<file path="config.mk">
export PLATFORM = sky130hd
export DESIGN_NAME = rms_level_meter_percent_flat
export DESIGN_NICKNAME = d
export VERILOG_FILES = /design/src/hw/rtl/rlm_pkg.sv /design/src/hw/rtl/rlm_if.sv /design/src/hw/rtl/rlm_cmpsub.sv /design/src/hw/rtl/rms_level_meter_percent.sv /design/src/flat_wrapper.sv
export SDC_FILE = /design/constraint.sdc
export NUM_CORES = 1
export LEC_CHECK = 0
export BUFFER_PORTS_ARGS = -buffer_cell sky130_fd_sc_hd__buf_2
export CAP_MARGIN = 20
export CORE_MARGIN = 3
export CORE_UTILIZATION = 40
export CTS_BUF_LIST = sky130_fd_sc_hd__clkbuf_16
export DETAILED_ROUTE_END_ITERATION = 8
export GPL_ROUTABILITY_DRIVEN = 1
export GPL_TIMING_DRIVEN = 0
export MAX_ROUTING_LAYER = met4
export PLACE_DENSITY_LB_ADDON = 0.2
export SYNTH_ARGS = -nofsm -noshare
export SYNTH_HDL_FRONTEND = slang
export SYNTH_SLANG_ARGS = --single-unit
</file>
<file path="constraint.sdc">
create_clock -name clk -period 17.9 [get_ports clk]
set_input_delay 1.79 -clock clk [delete_from_list [all_inputs] [get_ports clk]]
set_output_delay 1.79 -clock clk [all_outputs]
set_load 0.02 [all_outputs]
</file>
<file path="src/hw/rtl/rlm_pkg.sv">
package rlm_pkg;

	localparam int SAMPLE_W        = 16;
	localparam int LEVEL_W         = 7;
	localparam int LEVEL_STEPS     = 100;
	localparam int SQ_W            = 31;
	localparam int MS_W            = 31;
	localparam int MAX_SAMPLES_DEF = 4096;

	localparam logic [63:0] ROM_C     = 64'd1026123955398;
	localparam logic [63:0] ROM_ONE   = 64'd1099511627776;
	localparam logic [63:0] ROM_FLOOR = 64'd109951163;

	typedef logic [MS_W-1:0] thr_t;
	typedef thr_t thr_rom_t [LEVEL_STEPS+1];

	// squared thresholds, Q30; r walks down from 1.0 in Q40 by ~10^-0.03 per step
	function automatic thr_rom_t build_thr_rom();
		logic [63:0] r;
		logic [63:0] d;
		logic [63:0] e;
		logic [63:0] sq;
		logic [63:0] ch;
		logic [63:0] cl;
		logic [63:0] p;
		thr_rom_t    t;
		r  = ROM_ONE;
		ch = ROM_C >> 20;
		cl = ROM_C & 64'hF_FFFF;
		t[0] = '0;
		for (int k = LEVEL_STEPS; k >= 1; k--) begin
			d  = (r > ROM_FLOOR) ? (r - ROM_FLOOR) : 64'd0;
			e  = (d + 64'd128) >> 8;
			sq = e * e;
			t[k] = MS_W'((sq >> 34) + {63'd0, |sq[33:0]});
			p  = r * ch + ((r * cl + (64'd1 << 19)) >> 20);
			r  = (p + (64'd1 << 19)) >> 20;
		end
		return t;
	endfunction

	localparam thr_rom_t THR_ROM = build_thr_rom();

endpackage

</file>
<file path="src/hw/rtl/rlm_if.sv">
interface rlm_in_if;
	logic                                valid;
	logic                                ready;
	logic signed [rlm_pkg::SAMPLE_W-1:0] sample;
	logic                                last;

	modport source (output valid, output sample, output last, input ready);
	modport sink   (input valid, input sample, input last, output ready);
endinterface

interface rlm_out_if;
	logic                         valid;
	logic                         ready;
	logic [rlm_pkg::LEVEL_W-1:0]  level;
	logic                         overflow;

	modport source (output valid, output level, output overflow, input ready);
	modport sink   (input valid, input level, input overflow, output ready);
endinterface

</file>
<file path="src/hw/rtl/rlm_cmpsub.sv">
module rlm_cmpsub #(
	parameter int W = 32
) (
	input  logic [W-1:0] a,
	input  logic [W-1:0] b,
	output logic         ge,
	output logic [W-1:0] diff
);

	logic [W:0] full;

	assign full = {1'b0, a} - {1'b0, b};
	assign ge   = ~full[W];
	assign diff = full[W-1:0];

endmodule

</file>
<file path="src/hw/rtl/rms_level_meter_percent.sv">
// A sample is captured, then squared and accumulated; a last sample then runs
// a bit-serial divide of sum by count and a binary threshold search before the
// result is registered; the search holds while the output register is full.
// Input waits until a sample is accumulated; division and search hold it off.
// One compare/subtract unit serves both the divider and the threshold search.
// Reset clears sum, count, overflow flag, sequencer and output valid.
module rms_level_meter_percent #(
	parameter int MAX_SAMPLES = rlm_pkg::MAX_SAMPLES_DEF
) (
	input  logic            clk,
	input  logic            arst_n,
	rlm_in_if.sink          audio,
	rlm_out_if.source       meter
);

	localparam int CNT_W  = $clog2(MAX_SAMPLES + 1);
	localparam int SUM_W  = rlm_pkg::SQ_W - 1 + CNT_W;
	localparam int STEP_W = $clog2(SUM_W);
	localparam int CMP_W  = (rlm_pkg::MS_W > CNT_W + 1) ? rlm_pkg::MS_W : CNT_W + 1;
	localparam int LW     = rlm_pkg::LEVEL_W;

	localparam logic [2:0] ST_IDLE = 3'd0;
	localparam logic [2:0] ST_ACC  = 3'd1;
	localparam logic [2:0] ST_DIV  = 3'd2;
	localparam logic [2:0] ST_SRCH = 3'd3;

	logic [2:0]                    state_q;
	logic [rlm_pkg::SAMPLE_W-1:0]  mag_q;
	logic                          last_q;
	logic [SUM_W-1:0]              sum_q;
	logic [CNT_W-1:0]              cnt_q;
	logic                          ovf_q;
	logic [CNT_W-1:0]              rem_q;
	logic [STEP_W-1:0]             step_q;
	logic [LW-1:0]                 lo_q;
	logic [LW-1:0]                 hi_q;
	logic                          out_vld_q;
	logic [LW-1:0]                 level_q;
	logic                          out_ovf_q;

	logic [rlm_pkg::SAMPLE_W-1:0]  mag;
	logic [2*rlm_pkg::SAMPLE_W-1:0] sq_full;
	logic [CNT_W:0]                rem_next;
	logic [LW:0]                   mid_sum;
	logic [LW-1:0]                 mid;
	logic [CMP_W-1:0]              cmp_a;
	logic [CMP_W-1:0]              cmp_b;
	logic                          cmp_ge;
	logic [CMP_W-1:0]              cmp_diff;
	logic                          srch_done;
	logic                          load_out;
	logic                          in_acc;

	assign mag      = audio.sample[rlm_pkg::SAMPLE_W-1] ? (~audio.sample + 1'b1) : audio.sample;
	assign sq_full  = mag_q * mag_q;
	assign rem_next = {rem_q, sum_q[SUM_W-1]};
	assign mid_sum  = {1'b0, lo_q} + {1'b0, hi_q} + 1'b1;
	assign mid      = mid_sum[LW:1];

	always_comb begin
		if (state_q == ST_DIV) begin
			cmp_a = CMP_W'(rem_next);
			cmp_b = CMP_W'(cnt_q);
		end else begin
			cmp_a = CMP_W'(sum_q[rlm_pkg::MS_W-1:0]);
			cmp_b = CMP_W'(rlm_pkg::THR_ROM[mid]);
		end
	end

	rlm_cmpsub #(.W(CMP_W)) u_cmpsub (
		.a    (cmp_a),
		.b    (cmp_b),
		.ge   (cmp_ge),
		.diff (cmp_diff)
	);

	assign srch_done = (state_q == ST_SRCH) && (lo_q == hi_q);
	assign load_out  = srch_done && (!out_vld_q || meter.ready);
	assign in_acc    = audio.valid && audio.ready;

	assign audio.ready    = (state_q == ST_IDLE);
	assign meter.valid    = out_vld_q;
	assign meter.level    = level_q;
	assign meter.overflow = out_ovf_q;

	always_ff @(posedge clk or negedge arst_n) begin
		if (!arst_n) begin
			state_q   <= ST_IDLE;
			sum_q     <= '0;
			cnt_q     <= '0;
			ovf_q     <= 1'b0;
			out_vld_q <= 1'b0;
		end else begin
			if (load_out)
				out_vld_q <= 1'b1;
			else if (meter.ready)
				out_vld_q <= 1'b0;
			case (state_q)
				ST_IDLE: begin
					if (in_acc)
						state_q <= ST_ACC;
				end
				ST_ACC: begin
					if (cnt_q == CNT_W'(MAX_SAMPLES)) begin
						ovf_q <= 1'b1;
					end else begin
						sum_q <= sum_q + SUM_W'(sq_full[rlm_pkg::SQ_W-1:0]);
						cnt_q <= cnt_q + 1'b1;
					end
					state_q <= last_q ? ST_DIV : ST_IDLE;
				end
				ST_DIV: begin
					sum_q <= {sum_q[SUM_W-2:0], cmp_ge};
					if (step_q == STEP_W'(SUM_W - 1))
						state_q <= ST_SRCH;
				end
				ST_SRCH: begin
					if (load_out) begin
						sum_q     <= '0;
						cnt_q     <= '0;
						ovf_q     <= 1'b0;
						state_q   <= ST_IDLE;
					end
				end
				default: begin
					state_q <= ST_IDLE;
				end
			endcase
		end
	end

	always_ff @(posedge clk) begin
		if (in_acc) begin
			mag_q  <= mag;
			last_q <= audio.last;
		end
		case (state_q)
			ST_ACC: begin
				rem_q  <= '0;
				step_q <= '0;
			end
			ST_DIV: begin
				rem_q  <= cmp_ge ? cmp_diff[CNT_W-1:0] : rem_next[CNT_W-1:0];
				step_q <= step_q + 1'b1;
				lo_q   <= '0;
				hi_q   <= LW'(rlm_pkg::LEVEL_STEPS);
			end
			ST_SRCH: begin
				if (!srch_done) begin
					if (cmp_ge)
						lo_q <= mid;
					else
						hi_q <= mid - 1'b1;
				end
			end
			default: begin
			end
		endcase
		if (load_out) begin
			level_q   <= lo_q;
			out_ovf_q <= ovf_q;
		end
	end

`ifndef SYNTHESIS
	a_cnt_max: assert property (@(posedge clk) disable iff (!arst_n)
		cnt_q <= CNT_W'(MAX_SAMPLES))
		else $error("sample count beyond maximum");

	a_rem_lt_cnt: assert property (@(posedge clk) disable iff (!arst_n)
		(state_q == ST_DIV) |-> (rem_q < cnt_q))
		else $error("divider remainder not below count");

	a_srch_order: assert property (@(posedge clk) disable iff (!arst_n)
		(state_q == ST_SRCH) |-> (lo_q <= hi_q))
		else $error("search bounds crossed");

	a_load_valid: assert property (@(posedge clk) disable iff (!arst_n)
		load_out |=> (meter.valid && (meter.level <= LW'(rlm_pkg::LEVEL_STEPS))))
		else $error("result not presented after search");
`endif

endmodule

</file>
<file path="src/flat_wrapper.sv">
// flat-port wrapper written by rule: the top's interface ports become plain ports
module rms_level_meter_percent_flat 
#(
	parameter int MAX_SAMPLES = rlm_pkg::MAX_SAMPLES_DEF
)
  (clk, arst_n, audio_valid, audio_sample, audio_last, audio_ready, meter_valid, meter_level, meter_overflow, meter_ready);
  rlm_in_if audio_i ();
  rlm_out_if meter_i ();
  input  logic clk;
  input  logic arst_n;
  input wire logic [$bits(audio_i.valid)-1:0] audio_valid;
  input wire logic [$bits(audio_i.sample)-1:0] audio_sample;
  input wire logic [$bits(audio_i.last)-1:0] audio_last;
  output wire logic [$bits(audio_i.ready)-1:0] audio_ready;
  output wire logic [$bits(meter_i.valid)-1:0] meter_valid;
  output wire logic [$bits(meter_i.level)-1:0] meter_level;
  output wire logic [$bits(meter_i.overflow)-1:0] meter_overflow;
  input wire logic [$bits(meter_i.ready)-1:0] meter_ready;
  assign audio_i.valid = audio_valid;
  assign audio_i.sample = audio_sample;
  assign audio_i.last = audio_last;
  assign audio_ready = audio_i.ready;
  assign meter_valid = meter_i.valid;
  assign meter_level = meter_i.level;
  assign meter_overflow = meter_i.overflow;
  assign meter_i.ready = meter_ready;
  rms_level_meter_percent #(.MAX_SAMPLES(MAX_SAMPLES)) u_core (.clk(clk), .arst_n(arst_n), .audio(audio_i), .meter(meter_i));
endmodule
</file>
==> impl_metrics.toml <==
[outcome]
status = "complete, no violations"

[floorplan]
dieWidth_um = 226
core_area_mm2 = 0.0478
die_h_um = 226
die-area_mm2 = 0.0512
start_util_pct = 40.5
floorplan.rows = 80
io_pins = 31

[critical_path]
rr_worst_depth = 31
r2r_slack_ns = 8.18
cp-start-kind = "flip-flop"
rr_endpoint = "u_core.sum_q[34]$_DFFE_PN0P_"
worstSetupStartpoint = "u_core.mag_q[4]$_DFFE_PP_"
crit_top_cell = "fa_1"
cp.depth = 31
required_ns = 18.23
cp_data_arrival_time_ns = 10.05
rr_startpoint = "u_core.mag_q[4]$_DFFE_PP_"
cpPeakStageDelay_ns = 0.60
setup.worst_path.end_class = "flip-flop"
critPathCapture = "u_core.sum_q[34]$_DFFE_PN0P_"
worst_path_max_delay_cell = "clkbuf_1"
critPathMaxFanout = 10
cp.buffers_inverters = 5
path_delay_family = "adder cells"
crit_type = "reg -> reg"

[placement]
gp_congestion = 1.05
numPortBuffers = 30
dp_hpwl_um = 59000

[finish]
drive_gt1_share_pct = 6.94
synthToLayoutAreaGrowth_pct = 8.09
nets = 2760

[logic_synthesis]
synth_area_mm2 = 0.0194
yosysTopAreaCell = "fa_1"
ys_ff_latch = 118
synthFlopType = "dfrtp_1"
postSynthAreaPerCell_um2 = 8.33
synth_top_cell_area_share_pct = 17.0
synth_most_common_cell = "inv_1"
synth_nets = 2708
async_flop_share_pct = 50.8
synth_cell_types = 102
synth.area.top_cells = "fa_1 17%, ha_1 13%, edfxtp_1 9.0%, dfrtp_1 7.7%, inv_1 5.7%"
post_synth_most_frequent_cells = "292 x inv_1, 223 x nand2_1, 195 x ha_1, 165 x fa_1, 140 x nor2_1"
syn_inst = 2327
yosys_warnings = 0
synth-edff-count = 58
yosysSeqAreaShare_pct = 16.7

[worst_hold_path]
worstHoldPathType = "reg -> reg"

[routing]
met2_length_um = 33800
routed_wl_um = 76700
wl_met3_um = 7000
drt-met1-wl_um = 32100
dr.max_layer_used = "met4"
final_antenna_net_count = 0
first_pass_iters = 8
vias_per_cell = 6.22
drcViolationCount = 0
wl_per_cell_um = 25.5
drt_iter0_drc = 2240
via_count = 18700

[clock_network]
cts_resized = 0
clkTransAtPathRegs_ns = 0.06
clockBufferDepth = 2
cts_tree = "done"
cts_hold_buf = 0
insertion_delay_ns = 0.44
cts-root-buf = "clkbuf_16"
cts_setup_buffers = 0
ctsHtreeMaxLevel = 4
clock-sinks = 118
numCtsBuffers = 17

[job]
cap_violations = 0

[global_route]
grt_pass1_vias = 18500
grt_overflow = 0
antenna_found_initial = 4
grt_pass1_wl_um = 116000
grt.total_usage_pct = 31.2
grt_max_degree = 61

[timing]
tns_ns = 0
setup_viol = 0
fin_skew_ns = 0.0163
clock.fmax_mhz = 103
rsz0062_at_grt = "false"
worst_slew_pin_slew_ns = 1.32
finalCriticalPeriod_ns = 9.72
finalHoldViolCount = 0
slew_headroom_pct = 11.1
fin_crit_sh_pct = 54.3
slew_viol_final = 0
## logic make-up after synthesis
| kind of cell | Yosys count | share of synthesized area [%] |
|---|---|---|
| flops | 118 | 16.7 |
| buf+inv | 426 | 8.80 |
| compound gates | 614 | 22.0 |
| simple gates | 695 | 17.4 |
| xor+xnor | 92 | 4.16 |
| fa+ha+maj | 360 | 29.6 |
| mux | 22 | 1.28 |
## per-layer routing
metal  up-vias  GRT usage [%]
met5         -              -
met4         0           13.2
met3       252           6.92
met2       946           46.5
met1      9237           40.9
li1       8276              -
## area by class of cell
class / instances / area [um^2]
Antenna cell: 3 / 7.51
Buffer: 132 / 603
Clock buffer: 17 / 425
Clock inverter: 15 / 179
Fill cell: 4831 / 26900
Inverter: 294 / 1100
Multi-Input combinational cell: 1783 / 14400
Sequential cell: 118 / 3240
Tap cell: 615 / 769
Timing Repair Buffer: 33 / 179
## worst min-delay path by stage
stage,start,to,depth (start not counted)
after floorplan,u_core.lo_q[0]$_SDFFCE_PN0P_,u_core.meter.level[0]$_DFFE_PP_,0
after global placement,u_core.ovf_q$_DFFE_PN0P_,u_core.meter.overflow$_DFFE_PP_,0
after detailed placement,u_core.ovf_q$_DFFE_PN0P_,u_core.meter.overflow$_DFFE_PP_,0
after CTS,u_core.ovf_q$_DFFE_PN0P_,u_core.meter.overflow$_DFFE_PP_,0
after global routing,u_core.ovf_q$_DFFE_PN0P_,u_core.meter.overflow$_DFFE_PP_,0
final,u_core.ovf_q$_DFFE_PN0P_,u_core.meter.overflow$_DFFE_PP_,0
## state kept, by name (all words and copies together), names as in the netlist, 2 cells and up
signal	cells
u_core.rem_q	13
u_core.sum_q	43
u_core.meter.level	7
u_core.cnt_q	13
u_core.step_q	6
u_core.mag_q	16
u_core.lo_q	7
u_core.state_q	2
u_core.hi_q	7
## stage by stage
stage | cell area, um^2 | setup WS, ns | utilization [%] | cells | hold WS [ns]
global route | 21000 | 7.53 | 43.8 | 3010 | 0.521
detailed placement | 20300 | 8.21 | 42.5 | 2974 | 0.483
CTS | 20900 | 8.22 | 43.8 | 3006 | 0.496
floorplan | 19400 | 10.0 | - | 2327 | 0.426
global placement | 20300 | 8.30 | 42.4 | 2972 | 0.462
finish | 21000 | 8.18 | 43.8 | 3010 | 0.492
## layout by cell type, fill, tap and decap left out, drive strengths merged, types with 34 or more instances in the layout
cell type / instances
xnor2: 72
fa: 165
and2: 59
clkbuf: 94
o211ai: 34
a21oi: 135
edfxtp: 58
nand2: 224
nor3: 54
o21ai: 136
nor2: 143
a21o: 38
nand3: 72
dfrtp: 60
ha: 195
inv: 297
buf: 88
nor2b: 34
Power is left out: the tool's default activity adds up to more than one toggle a clock period on the data nets, which glitch-free logic cannot reach.
